## src/sv/gbn_pkg.sv

```systemverilog
`default_nettype none
package gbn_pkg;

	localparam int MAX_KEPT   = 64;
	localparam int COORD_BITS = 12;

	localparam int CNT_W  = $clog2(MAX_KEPT + 1);
	localparam int IDX_W  = (MAX_KEPT > 1) ? $clog2(MAX_KEPT) : 1;
	localparam int SLOT_W = 6;
	localparam int THR_W  = 9;
	localparam logic [THR_W-1:0] THR_RESET = 9'd115;

	localparam int AREA_W = 2 * COORD_BITS;
	localparam int SUM_W  = AREA_W + 1;
	localparam int PROD_W = SUM_W + THR_W;
	localparam int EDGE_W = COORD_BITS + 2;

	localparam int QDEPTH = 2;
	localparam int QPTR_W = 1;
	localparam int QCNT_W = 2;

	typedef struct packed {
		logic signed [COORD_BITS-1:0] x;
		logic signed [COORD_BITS-1:0] y;
		logic [COORD_BITS-1:0]        w;
		logic [COORD_BITS-1:0]        h;
		logic [AREA_W-1:0]            area;
	} box_t;

	typedef struct packed {
		box_t box;
		logic first;
	} qent_t;

	// low edge sign-extended, high edge = low + size, both exact
	function automatic logic signed [EDGE_W-1:0] lo_edge(logic signed [COORD_BITS-1:0] p);
		lo_edge = {{2{p[COORD_BITS-1]}}, p};
	endfunction

	function automatic logic signed [EDGE_W-1:0] hi_edge(logic signed [COORD_BITS-1:0] p,
		logic [COORD_BITS-1:0] s);
		hi_edge = lo_edge(p) + $signed({2'b00, s});
	endfunction

endpackage
`default_nettype wire

```

## src/sv/gbn_if.sv

```systemverilog
`default_nettype none
interface gbn_box_if;
	logic                                 valid;
	logic                                 ready;
	logic signed [gbn_pkg::COORD_BITS-1:0] box_x;
	logic signed [gbn_pkg::COORD_BITS-1:0] box_y;
	logic [gbn_pkg::COORD_BITS-1:0]        box_w;
	logic [gbn_pkg::COORD_BITS-1:0]        box_h;
	logic                                 first_of_set;

	modport source (output valid, box_x, box_y, box_w, box_h, first_of_set, input ready);
	modport sink   (input valid, box_x, box_y, box_w, box_h, first_of_set, output ready);
endinterface

`default_nettype wire

```

## src/sv/gbn_front.sv

```systemverilog
`default_nettype none
module gbn_front (
	input  wire logic          clk,
	input  wire logic          arst_n,
	gbn_box_if.sink            box,
	input  wire logic          pop,
	output gbn_pkg::qent_t     head,
	output logic               head_vld
);

	gbn_pkg::qent_t                q_q [gbn_pkg::QDEPTH];
	logic [gbn_pkg::QPTR_W-1:0]    wr_ptr_q;
	logic [gbn_pkg::QPTR_W-1:0]    rd_ptr_q;
	logic [gbn_pkg::QCNT_W-1:0]    fill_q;
	logic                          push;
	logic                          do_pop;
	gbn_pkg::qent_t                ent;

	assign box.ready = (fill_q != gbn_pkg::QCNT_W'(gbn_pkg::QDEPTH));
	assign push      = box.valid && box.ready;
	assign do_pop    = pop && head_vld;
	assign head_vld  = (fill_q != '0);
	assign head      = q_q[rd_ptr_q];

	// area is formed once here so the scan only adds it
	always_comb begin
		ent.box.x    = box.box_x;
		ent.box.y    = box.box_y;
		ent.box.w    = box.box_w;
		ent.box.h    = box.box_h;
		ent.box.area = gbn_pkg::AREA_W'(box.box_w * box.box_h);
		ent.first    = box.first_of_set;
	end

	always_ff @(posedge clk) begin
		if (push) begin
			q_q[wr_ptr_q] <= ent;
		end
	end

	always_ff @(posedge clk or negedge arst_n) begin
		if (!arst_n) begin
			wr_ptr_q <= '0;
			rd_ptr_q <= '0;
			fill_q   <= '0;
		end else begin
			if (push) begin
				wr_ptr_q <= wr_ptr_q + 1'b1;
			end
			if (do_pop) begin
				rd_ptr_q <= rd_ptr_q + 1'b1;
			end
			if (push && !do_pop) begin
				fill_q <= fill_q + 1'b1;
			end else if (!push && do_pop) begin
				fill_q <= fill_q - 1'b1;
			end
		end
	end

endmodule
`default_nettype wire

```

## src/flat_wrapper.sv

```systemverilog
// flat-port wrapper written by rule: the top's interface ports become plain ports
module gbn_front_flat 
  (clk, arst_n, pop, head, head_vld, box_valid, box_box_x, box_box_y, box_box_w, box_box_h, box_first_of_set, box_ready);
  gbn_box_if box_i ();
  input  wire logic clk;
  input  wire logic arst_n;
  input  wire logic pop;
  output gbn_pkg::qent_t head;
  output logic head_vld;
  input wire logic [$bits(box_i.valid)-1:0] box_valid;
  input wire logic [$bits(box_i.box_x)-1:0] box_box_x;
  input wire logic [$bits(box_i.box_y)-1:0] box_box_y;
  input wire logic [$bits(box_i.box_w)-1:0] box_box_w;
  input wire logic [$bits(box_i.box_h)-1:0] box_box_h;
  input wire logic [$bits(box_i.first_of_set)-1:0] box_first_of_set;
  output wire logic [$bits(box_i.ready)-1:0] box_ready;
  assign box_i.valid = box_valid;
  assign box_i.box_x = box_box_x;
  assign box_i.box_y = box_box_y;
  assign box_i.box_w = box_box_w;
  assign box_i.box_h = box_box_h;
  assign box_i.first_of_set = box_first_of_set;
  assign box_ready = box_i.ready;
  gbn_front u_core (.clk(clk), .arst_n(arst_n), .box(box_i), .pop(pop), .head(head), .head_vld(head_vld));
endmodule
```

## config.mk

```make
export PLATFORM = sky130hd
export DESIGN_NAME = gbn_front_flat
export DESIGN_NICKNAME = d
export VERILOG_FILES = /design/src/sv/gbn_pkg.sv /design/src/sv/gbn_if.sv /design/src/sv/gbn_front.sv /design/src/flat_wrapper.sv
export SDC_FILE = /design/constraint.sdc
export NUM_CORES = 1
export LEC_CHECK = 0
export ABC_CLOCK_PERIOD_IN_PS = 3750
export BUFFER_PORTS_ARGS = -buffer_cell sky130_fd_sc_hd__buf_2
export CAP_MARGIN = 10
export CORE_MARGIN = 2
export CORE_UTILIZATION = 35
export CTS_CLUSTER_DIAMETER = 50
export DETAILED_ROUTE_END_ITERATION = 16
export PLACE_DENSITY = 0.58
export SLEW_MARGIN = 30
export SYNTH_ARGS = -nofsm -noshare
export SYNTH_HDL_FRONTEND = slang
export SYNTH_SLANG_ARGS = --single-unit
```

## constraint.sdc

```tcl
create_clock -name clk -period 3.75 [get_ports clk]
set_input_delay 0.5625 -clock clk [delete_from_list [all_inputs] [get_ports clk]]
set_output_delay 0.5625 -clock clk [all_outputs]
set_load 0.02 [all_outputs]
```

==> results of run 1 <==
sequential cells by signal, indices dropped and copies added (netlist names):
signal and cells:
u_core.rd_ptr_q 1, u_core.fill_q 2, u_core.q_q 146, u_core.wr_ptr_q 1
logic make-up (layout without fill, tap and decap cells):
logic type / count (synthesis) / count (layout)
buffers and inverters: 181 / 422
multiplexers: 73 / 73
AO/OA/AOI/OAI: 56 / 56
XOR/XNOR: 19 / 19
flip-flops: 150 / 150
adder cells (fa/ha/maj): 163 / 163
AND/OR/NAND/NOR: 191 / 191
routing by layer:
metal  vias to the layer above  global-route usage (%)
li1                       3182                       -
met1                      3393                   18.72
met2                       135                   28.12
met3                        14                   2.532
met4                         0                   3.611
met5                         -                       0
what timing repair did:
action	in CTS	in global routing
setup endpoints to repair	34	34
hold endpoints to repair	4	0
hold buffers	1	0
setup buffers	8	9
resized for setup	129	36
pin swaps	64	25
synth_stat cells, types with 2 or more instances:
library cell / instances / area (sq um)
o31a_1: 2 / 17.52
o22ai_1: 2 / 12.51
or2_2: 3 / 18.77
o21ai_0: 10 / 50.05
ha_1: 63 / 788.3
nand3_1: 3 / 15.01
nor2_1: 10 / 37.54
nand2_1: 104 / 390.4
inv_1: 148 / 555.5
clkbuf_1: 33 / 123.9
mux2_2: 73 / 822.0
o21ai_1: 3 / 15.01
nand2b_1: 5 / 31.28
dfrtp_1: 4 / 100.1
a21oi_1: 8 / 40.04
o21a_1: 7 / 52.55
a31oi_1: 3 / 18.77
edfxtp_1: 146 / 4384
xor2_1: 9 / 78.83
and2_1: 53 / 331.6
and3_1: 2 / 12.51
nand4_1: 2 / 12.51
a21o_1: 8 / 60.06
fa_1: 100 / 2002
xnor2_1: 10 / 87.58
and3_2: 2 / 15.01
stage by stage:
stage                     setup TNS (ns)  setup WS [ns]  util, %
after global routing              -23.10        -0.9518    47.72
after global placement            -39.48         -1.389    42.68
final                             -18.75        -0.8268    47.72
after CTS                         -18.60        -0.8290    47.00
after floorplan                   -24.48         -1.102        -
after detailed placement          -40.55         -1.438    42.68
cell usage in the layout, fill, tap and decap left out, types with 4 or more instances in the layout:
| cell type | n |
|---|---|
| a21o_1 | 8 |
| a21oi_2 | 5 |
| and2_1 | 40 |
| and2_4 | 13 |
| buf_12 | 11 |
| buf_2 | 108 |
| buf_4 | 89 |
| buf_6 | 28 |
| buf_8 | 5 |
| clkbuf_16 | 17 |
| edfxtp_1 | 146 |
| fa_1 | 89 |
| fa_2 | 11 |
| ha_1 | 45 |
| ha_4 | 16 |
| inv_1 | 132 |
| inv_2 | 16 |
| inv_6 | 4 |
| inv_8 | 4 |
| mux2_2 | 73 |
| nand2_1 | 89 |
| nand2_2 | 10 |
| nand2_4 | 5 |
| nand2b_1 | 4 |
| nor2_1 | 7 |
| o21a_1 | 6 |
| o21ai_0 | 4 |
| xnor2_1 | 6 |
| xnor2_2 | 4 |
| xor2_1 | 6 |
power by group:
part	internal [uW]	total [uW]	switching, uW	leakage (uW)
clock	1090	1900	809	0.000315
combinational	4100	8440	4340	0.00434
sequential	2780	2960	185	0.00140
total	7970	13300	5330	0.00606
path summary, 6_finish.rpt:
path	start	end	slack, ns	cells past startpoint
min in group asynchronous	arst_n	u_core.fill_q[1]	0.45	2
setup reg to reg	u_core.fill_q[0]	u_core.q_q[1][7]	1.81	3
setup / recovery	box_box_h[11]	u_core.q_q[0][21]	-0.83	18
hold / removal	box_box_y[7]	u_core.q_q[1][56]	0.31	1
hold reg to reg	u_core.fill_q[1]	u_core.fill_q[1]	0.50	1
max in group asynchronous	arst_n	u_core.rd_ptr_q	3.16	2
final cells by class:
cell class,instances,share of cell area (%)
well taps,384,3.499
inverters,148,4.045
clock buffers,17,3.098
flip-flops and latches,150,32.68
repair buffers,242,13.32
multi-input cells,502,41.71
clock inverters,15,1.649
worst max-delay path: stages:
cell	delay, ns
buf_8	0.11
buf_4	0.14
and2_4	0.14
fa_2	0.45
fa_2	0.56
fa_2	0.44
fa_1	0.48
inv_1	0.05
fa_1	0.49
inv_2	0.05
ha_4	0.16
a21oi_4	0.16
o21ai_2	0.09
buf_4	0.13
nor2_1	0.11
a31oi_2	0.14
and4b_1	0.22
a311o_1	0.28
==> flow_metrics.env, run 1 <==
export IMPL_multi_input_area_sq_mm=0.005728
export IMPL_min_path_type="primary input to flop"
export IMPL_cts_tree="built"
export IMPL_holdWs_ns=0.3134
export IMPL_place_inst=1409
export IMPL_synthXorXnorAreaFrac_pct=1.621
export IMPL_drc=0
export IMPL_setup_viol=34
export IMPL_num_antenna_cells=0
export IMPL_yosysSeqAreaShare_pct=43.68
export IMPL_root_buffer="clkbuf_16"
export IMPL_synthSimpleGateAreaFrac_pct=8.946
export IMPL_critical_path_required_ns=3.93
export IMPL_portBuffers=127
export IMPL_core_area_sq_mm=0.02878
export IMPL_fin_skew_ns=0.01265
export IMPL_clockBufferDepth=2
export IMPL_cp_start_kind="primary input"
export IMPL_ios=128
export IMPL_yosysWarnings=0
export IMPL_worstPathArrival_ns=4.76
export IMPL_status="finished, violations left"
export IMPL_synth_ff_latch_count=150
export IMPL_ys_flop_type="edfxtp_1"
export IMPL_clk_pin_slew_ns=0.07
export IMPL_finalMaxSlewViolations=0
export IMPL_die_w_um=175.3
export IMPL_hold_violations=0
export IMPL_worstMarginPinSlew_ns=0.5938
export IMPL_grt_usage_pct=15.31
export IMPL_final_period_utilization_pct=122.0
export IMPL_synth_cell_type_count=46
export IMPL_grt_max_degree=41
export IMPL_die_area_sq_mm=0.03072
export IMPL_fin_nets=1277
export IMPL_top_layer_used="met4"
export IMPL_clock_fmax_mhz=218.5
export IMPL_core_rowCount=62
export IMPL_rsz0062_at_grt="yes"
export IMPL_power_density_mw_per_mm2=968.7
export IMPL_syn_nets=1049
export IMPL_cts_buffers=17
export IMPL_worstSetupPathType="primary input to flop"
export IMPL_cellLeakagePower_uw=0.006057
export IMPL_detail_route_wl_per_cell_um=15.16
export IMPL_die_height_um=175.3
export IMPL_synth_fa_ha_area_share_pct=27.18
export IMPL_grt_pass1_vias=7414
export IMPL_clock_sinks=150
export IMPL_place_congestion=0.8496
export IMPL_period_minus_slack_ns=4.577
export IMPL_async_flop_share_pct=2.667
export IMPL_drive_gt1_share_pct=43.76
export IMPL_grt_pass1_wl_um=36960
export IMPL_layoutNonFillerInstCount=1458
export IMPL_ant_nets=0
export IMPL_dpl_cell_area_sq_mm=0.01228
export IMPL_fillCellCount=2602
export IMPL_area_growth_synth_to_final_pct=33.77
export IMPL_fin_ws_ns=-0.8268
export IMPL_hpwl_um=16140
export IMPL_syn_avg_cell_area_sq_um=12.32
export IMPL_seq_area_sq_mm=0.004488
export IMPL_dr_first_iter_drc_count=273
export IMPL_wl_met3_um=1004
export IMPL_synthMuxAreaShare_pct=8.007
export IMPL_syn_inst=833
export IMPL_vdd_drop_max_uv=704.8
export IMPL_antenna_found_initial=0
export IMPL_power_uw=13300
export IMPL_synth_top_family_by_area="adder cells"
export IMPL_clk_latency_ns=0.43
export IMPL_crit_path_end_kind="flop"
export IMPL_slew_headroom_pct=60.41
export IMPL_violations="negative setup slack"
export IMPL_cp_max_fo=3
export IMPL_h_tree_depth=4
export IMPL_start_util_pct=35.67
export IMPL_wl_met2_um=11620
export IMPL_grt_overflow=0
export IMPL_synth_edf_count=146
export IMPL_num_vias=6724
export IMPL_firstDrtPassIters=5
export IMPL_vias_per_cell=4.612
export IMPL_synth_compound_area_share_pct=3.949
export IMPL_drt_wl_total_um=22100
export IMPL_synthesis_area_sq_mm=0.01027
export IMPL_met1_length_um=9289
export IMPL_drv_cap=0
export IMPL_final_cell_area_sq_mm=0.01373
Power figures use the tool's default switching activity.
==> run 2: changes to the inputs <==
--- a/config.mk
+++ b/config.mk
@@ -5,6 +5,7 @@
 export SDC_FILE = /design/constraint.sdc
 export NUM_CORES = 1
 export LEC_CHECK = 0
+export ABC_AREA = 1
 export ABC_CLOCK_PERIOD_IN_PS = 3750
 export BUFFER_PORTS_ARGS = -buffer_cell sky130_fd_sc_hd__buf_2
 export CAP_MARGIN = 10
@@ -12,7 +13,7 @@
 export CORE_UTILIZATION = 35
 export CTS_CLUSTER_DIAMETER = 50
 export DETAILED_ROUTE_END_ITERATION = 16
-export PLACE_DENSITY = 0.58
+export PLACE_DENSITY = 0.57
 export SLEW_MARGIN = 30
 export SYNTH_ARGS = -nofsm -noshare
 export SYNTH_HDL_FRONTEND = slang
==> flow_metrics.env, run 2 <==
export IMPL_slew_headroom_pct=43.88
export IMPL_drv_cap=0
export IMPL_regMostFlops="u_core.q_q"
export IMPL_reg_top3="u_core.q_q (146), u_core.fill_q (2)"
export IMPL_drive_gt1_share_pct=30.33
export IMPL_clk_pin_slew_ns=0.07
export IMPL_crit_buf_inv=7
export IMPL_synth_edf_count=146
export IMPL_yosys_cell_count_top_type="nand2_1"
export IMPL_violations="negative setup slack"
export IMPL_power_uw=13630
export IMPL_final_period_utilization_pct=113.3
export IMPL_cp_start_kind="primary input"
export IMPL_crit_chain="buf_12, nand2_4, inv_2, fa_1, inv_2, fa_2, inv_2, fa_2, fa_1, inv_1, fa_1, inv_2, ha_4, nand2_4, inv_2, a21oi_4, nor2_1, nor2_1, nand2_1, nand2_1, nand2_2"
export IMPL_worstMarginPinSlew_ns=0.8418
export IMPL_dpl_cell_area_sq_mm=0.01252
export IMPL_setup_viol=30
export IMPL_syn_nets=1353
export IMPL_num_vias=7780
export IMPL_cpMostUsedCell="inv_2"
export IMPL_synth_top_area_cell="edfxtp_1"
export IMPL_fin_ws_ns=-0.4991
export IMPL_area_growth_synth_to_final_pct=31.09
export IMPL_ant_nets=0
export IMPL_final_cell_area_sq_mm=0.01387
export IMPL_final_cell_mix="401 x nand2_1, 215 x inv_1, 146 x edfxtp_1, 109 x buf_2"
export IMPL_vdd_drop_max_uv=703.0
export IMPL_core_area_sq_mm=0.02972
export IMPL_synth_ff_latch_count=150
export IMPL_place_ws_ns=-1.168
export IMPL_h_tree_depth=4
export IMPL_hold_violations=0
export IMPL_clk_latency_ns=0.43
export IMPL_synth_area_leaders="edfxtp_1 41%, fa_1 19%, nand2_1 16%, inv_1 8.4%, ha_1 7.4%"
export IMPL_yosysWarnings=0
export IMPL_die_w_um=177.9
export IMPL_setup_tns_ns=-12.15
export IMPL_yosysSeqAreaShare_pct=42.38
export IMPL_period_minus_slack_ns=4.249
export IMPL_grt_usage_pct=15.90
export IMPL_place_congestion=0.8178
export IMPL_min_path_type="primary input to flop"
export IMPL_worstRegToRegCells=5
export IMPL_crit_path_end_kind="flop"
export IMPL_dr_first_iter_drc_count=401
export IMPL_clock_sinks=150
export IMPL_drc=0
export IMPL_utilization_pct=46.68
export IMPL_cp_max_fo=5
export IMPL_synthesis_area_sq_mm=0.01058
export IMPL_power_density_mw_per_mm2=982.8
export IMPL_final_common_cell="nand2_1"
export IMPL_portBuffers=127
export IMPL_ys_flop_type="edfxtp_1"
export IMPL_grt_overflow=0
export IMPL_clock_fmax_mhz=235.3
export IMPL_root_buffer="clkbuf_16"
export IMPL_grt_max_degree=74
export IMPL_fin_nets=1558
export IMPL_critPathMaxStageDelay_ns=0.56
export IMPL_rsz0062_at_grt="yes"
export IMPL_synth_cell_type_count=28
export IMPL_worstSetupPathDepth=21
export IMPL_drt_wl_total_um=23740
export IMPL_core_rowCount=63
export IMPL_clockBufferDepth=2
export IMPL_syn_avg_cell_area_sq_um=9.306
export IMPL_firstDrtPassIters=5
export IMPL_slowest_stage="fa_1"
export IMPL_status="finished, violations left"
export IMPL_netlist_area_leader_share_pct=41.43
export IMPL_grt_pass1_vias=7806
export IMPL_start_util_pct=35.61
export IMPL_die_area_sq_mm=0.03164
export IMPL_detail_route_wl_per_cell_um=13.61
export IMPL_fillCellCount=2759
export IMPL_syn_inst=1137
export IMPL_cpLargestDelayFamily="adder cells"
export IMPL_ios=128
export IMPL_num_antenna_cells=0
export IMPL_vias_per_cell=4.458
export IMPL_die_height_um=177.9
export IMPL_cts_tree="built"
export IMPL_min_delay_path_depth=1
export IMPL_critical_path_required_ns=3.93
export IMPL_ys_top_cells_by_count="455 x nand2_1, 237 x inv_1, 146 x edfxtp_1"
export IMPL_largest_reg_flops=146
export IMPL_async_flop_share_pct=2.667
export IMPL_hpwl_um=17330
export IMPL_antenna_found_initial=1
export IMPL_finalMaxSlewViolations=0
export IMPL_worstPathArrival_ns=4.43
export IMPL_cellLeakagePower_uw=0.007005
export IMPL_fin_skew_ns=0.008235
export IMPL_cts_buffers=17
export IMPL_grt_pass1_wl_um=39010
export IMPL_worstSetupPathType="primary input to flop"
==> run 2: repair_timing <==
action                                 4_1_cts  5_1_grt
hold buffers                                 1        0
endpoints found under the hold margin        4        0
setup endpoints to repair                   34       34
pin swaps                                   27       28
gates cloned                                 1        0
buffers inserted                             9        1
gates resized for setup                     93       70
==> run 2: per-stage QoR <==
stage | hold slack, ns | instances
detailed placement | 0.3761 | 1701
floorplan | 0.2669 | 1137
global route | 0.2909 | 1745
CTS | 0.2877 | 1744
finish | 0.3076 | 1745
global placement | 0.3745 | 1701
==> run 2: logic make-up after synthesis <==
logic type	share of synthesized area, %
AOI/OAI and AO/OA	1.218
xor gates and xnor gates	1.242
buffers and inverters	9.897
adders and majority gates	26.37
DFF	42.38
and+or+nand+nor	18.90
==> run 2: metal layers <==
layer  up-vias  global-route usage, %  wire length (um)
li1       3824                      -                 -
met1      3779                  20.31             10550
met2       144                  27.45             11740
met3        31                  3.235               952
met4         2                  4.133               487
met5         -                      0                 9
==> run 2: power by group <==
part	switching [uW]	internal [uW]
registers	108	2770
clock network	778	1020
logic	5430	3540
==> run 2: path summary, 6_finish.rpt <==
check / slack (ns) / to / from
setup / recovery: -0.50 / u_core.q_q[1][18] / box_box_h[7]
min in group asynchronous: 0.46 / u_core.fill_q[0] / arst_n
hold / removal: 0.31 / u_core.q_q[1][64] / box_box_x[3]
setup reg to reg: 1.71 / u_core.q_q[1][35] / u_core.fill_q[0]
hold reg to reg: 0.47 / u_core.fill_q[0] / u_core.fill_q[0]
max in group asynchronous: 3.16 / u_core.rd_ptr_q / arst_n
==> run 2: worst reg2reg max path, delay by kind of cell, from the launching register on <==
family | cells | cell delay, ns
buffers and inverters | 2 | 0.46
AND/OR/NAND/NOR | 3 | 0.85
flip-flops | 1 | 0.36
==> run 2: area by class of cell <==
class / count / area, sq um / share of cell area (%)
Timing Repair Buffer: 226 / 1628 / 11.74
Sequential cell: 150 / 4486 / 32.34
Inverter: 238 / 895.9 / 6.459
Multi-Input combinational cell: 709 / 5762 / 41.54
Clock buffer: 18 / 429.2 / 3.094
Tap cell: 390 / 488.0 / 3.518
Clock inverter: 14 / 182.7 / 1.317
==> run 3: changes to the inputs <==
--- a/config.mk
+++ b/config.mk
@@ -9,6 +9,7 @@
 export ABC_CLOCK_PERIOD_IN_PS = 3750
 export BUFFER_PORTS_ARGS = -buffer_cell sky130_fd_sc_hd__buf_2
 export CAP_MARGIN = 10
+export CORE_ASPECT_RATIO = 2
 export CORE_MARGIN = 2
 export CORE_UTILIZATION = 35
 export CTS_CLUSTER_DIAMETER = 50
==> flow_metrics.env, run 3 (same netlist as run 2, synthesis figures left out) <==
export IMPL_rrSetupSlack_ns=1.69
export IMPL_setup_viol=30
export IMPL_p_seq_share_pct=20.5
export IMPL_regMostFlops="u_core.q_q"
export IMPL_finalMaxSlewViolations=0
export IMPL_portBuffers=127
export IMPL_cts_tree="built"
export IMPL_period_minus_slack_ns=4.247
export IMPL_vias_per_cell=4.572
export IMPL_cts_buffers=17
export IMPL_final_cell_mix="383 x nand2_1, 208 x inv_1, 146 x edfxtp_1, 108 x buf_2, 91 x fa_1"
export IMPL_clock_sinks=150
export IMPL_worstSetupPathType="primary input to flop"
export IMPL_root_buffer="clkbuf_16"
export IMPL_slew_headroom_pct=50.84
export IMPL_worstPathArrival_ns=4.43
export IMPL_final_period_utilization_pct=113.3
export IMPL_grt_max_degree=74
export IMPL_intPower_uw=7521
export IMPL_drive_gt1_share_pct=31.88
export IMPL_hpwl_um=18610
export IMPL_crit_chain="buf_8, nand2_2, fa_1, inv_1, fa_1, fa_1, fa_1, inv_1, fa_1, inv_1, ha_4, nand2_4, nor2_4, nand3_2, nand3_4, nand2_2, nand3_1, nand2_2"
export IMPL_ios=128
export IMPL_crit_path_end_kind="flop"
export IMPL_fin_nets=1558
export IMPL_worstRegToRegCells=5
export IMPL_power_uw=14110
export IMPL_die_w_um=127.0
export IMPL_grt_usage_pct=16.94
export IMPL_drv_cap=0
export IMPL_reg_top3="u_core.q_q (146), u_core.fill_q (2)"
export IMPL_num_vias=7877
export IMPL_cp_start_kind="primary input"
export IMPL_violations="negative setup slack"
export IMPL_die_height_um=249.9
export IMPL_detail_route_wl_per_cell_um=14.66
export IMPL_power_density_mw_per_mm2=1005
export IMPL_rsz0062_at_grt="yes"
export IMPL_num_antenna_cells=0
export IMPL_slowest_stage="fa_1"
export IMPL_h_tree_depth=4
export IMPL_die_area_sq_mm=0.03172
export IMPL_ant_nets=0
export IMPL_critical_path_required_ns=3.94
export IMPL_drc=0
export IMPL_crit_start="box_box_h[7]"
export IMPL_clock_fmax_mhz=235.5
export IMPL_worstMarginPinSlew_ns=0.7357
export IMPL_setup_tns_ns=-11.19
export IMPL_hold_violations=0
export IMPL_dr_first_iter_drc_count=362
export IMPL_power_switching_uw=6587
export IMPL_grt_pass1_wl_um=41940
export IMPL_drt_wl_total_um=25260
export IMPL_vdd_drop_max_uv=704.4
export IMPL_min_path_type="primary input to flop"
export IMPL_min_delay_path_depth=1
export IMPL_grt_overflow=0
export IMPL_cellLeakagePower_uw=0.007085
export IMPL_critPathMaxStageDelay_ns=0.53
export IMPL_power_clock_fraction_pct=11.5
export IMPL_comb_power_share_pct=68.0
export IMPL_switching_share_pct=46.69
export IMPL_area_growth_synth_to_final_pct=32.65
export IMPL_place_congestion=0.8524
export IMPL_status="finished, violations left"
export IMPL_antenna_found_initial=0
export IMPL_start_util_pct=35.33
export IMPL_clk_pin_slew_ns=0.06
export IMPL_fin_skew_ns=0.01082
export IMPL_fin_ws_ns=-0.4969
export IMPL_largest_reg_flops=146
export IMPL_cp_max_fo=11
export IMPL_cpMostUsedCell="fa_1"
export IMPL_crit_end="u_core.q_q[0][19]"
export IMPL_final_common_cell="nand2_1"
export IMPL_core_rowCount=90
export IMPL_r2r_start="u_core.fill_q[0]"
export IMPL_core_area_sq_mm=0.02995
export IMPL_grt_pass1_vias=8684
export IMPL_clockBufferDepth=2
export IMPL_firstDrtPassIters=4
export IMPL_place_ws_ns=-1.096
export IMPL_rr_endpoint="u_core.q_q[0][18]"
export IMPL_clk_latency_ns=0.44
run 3: what timing repair did:
item	4_1_cts	5_1_grt
gates cloned	1	1
setup endpoints to repair	34	34
resized for setup	127	101
endpoints found under the hold margin	4	0
pin swaps	46	53
hold buffers	1	0
setup buffers	7	6
run 3: worst min-delay path by stage:
stage | start | endpoint
after floorplan | arst_n | u_core.fill_q[0]
after global placement | arst_n | u_core.fill_q[1]
after detailed placement | arst_n | u_core.fill_q[1]
after CTS | box_box_y[4] | u_core.q_q[1][53]
after global routing | box_box_x[5] | u_core.q_q[0][66]
final | box_box_y[1] | u_core.q_q[0][50]
run 3: per-stage QoR:
step | cell area (sq um) | hold WS, ns | std cells | util, %
2_1_floorplan | 11130 | 0.2669 | 1137 | -
3_3_place_gp | 12490 | 0.3714 | 1676 | 41.70
3_5_place_dp | 12490 | 0.3765 | 1676 | 41.70
4_1_cts | 13580 | 0.2750 | 1717 | 45.34
5_1_grt | 14040 | 0.2816 | 1723 | 46.86
6_report | 14040 | 0.3052 | 1723 | 46.86
run 3: routing by layer:
| metal | vias up | global-route usage [%] | wire length [um] |
|---|---|---|---|
| li1 | 3832 | - | - |
| met5 | - | 0 | 0 |
| met4 | 0 | 6.436 | 644 |
| met2 | 149 | 32.44 | 14130 |
| met3 | 35 | 3.237 | 855 |
| met1 | 3861 | 17.94 | 9629 |
run 3: worst max-delay path: cells and delay by family:
family	cells	cell delay [ns]
fa+ha+maj	6	2.83
buf+inv	4	0.29
simple gates	8	0.74
run 3: power by group through the flow:
stage / Clock (uW) / Combinational (uW) / Sequential, uW
finish: 1630 / 9600 / 2890
global route: 1740 / 10700 / 2930
CTS: 1680 / 8710 / 2890
detailed placement: 0 / 7970 / 2930
global placement: 0 / 7890 / 2910
floorplan: 0 / 5370 / 2910
run 3: area by class of cell:
type / count / area (sq um)
Fill cell: 2809 / 15920
Timing Repair Buffer: 226 / 1753
Clock buffer: 20 / 436.7
Inverter: 238 / 903.4
Sequential cell: 150 / 4486
Multi-Input combinational cell: 709 / 5878
Tap cell: 368 / 460.4
Clock inverter: 12 / 118.9
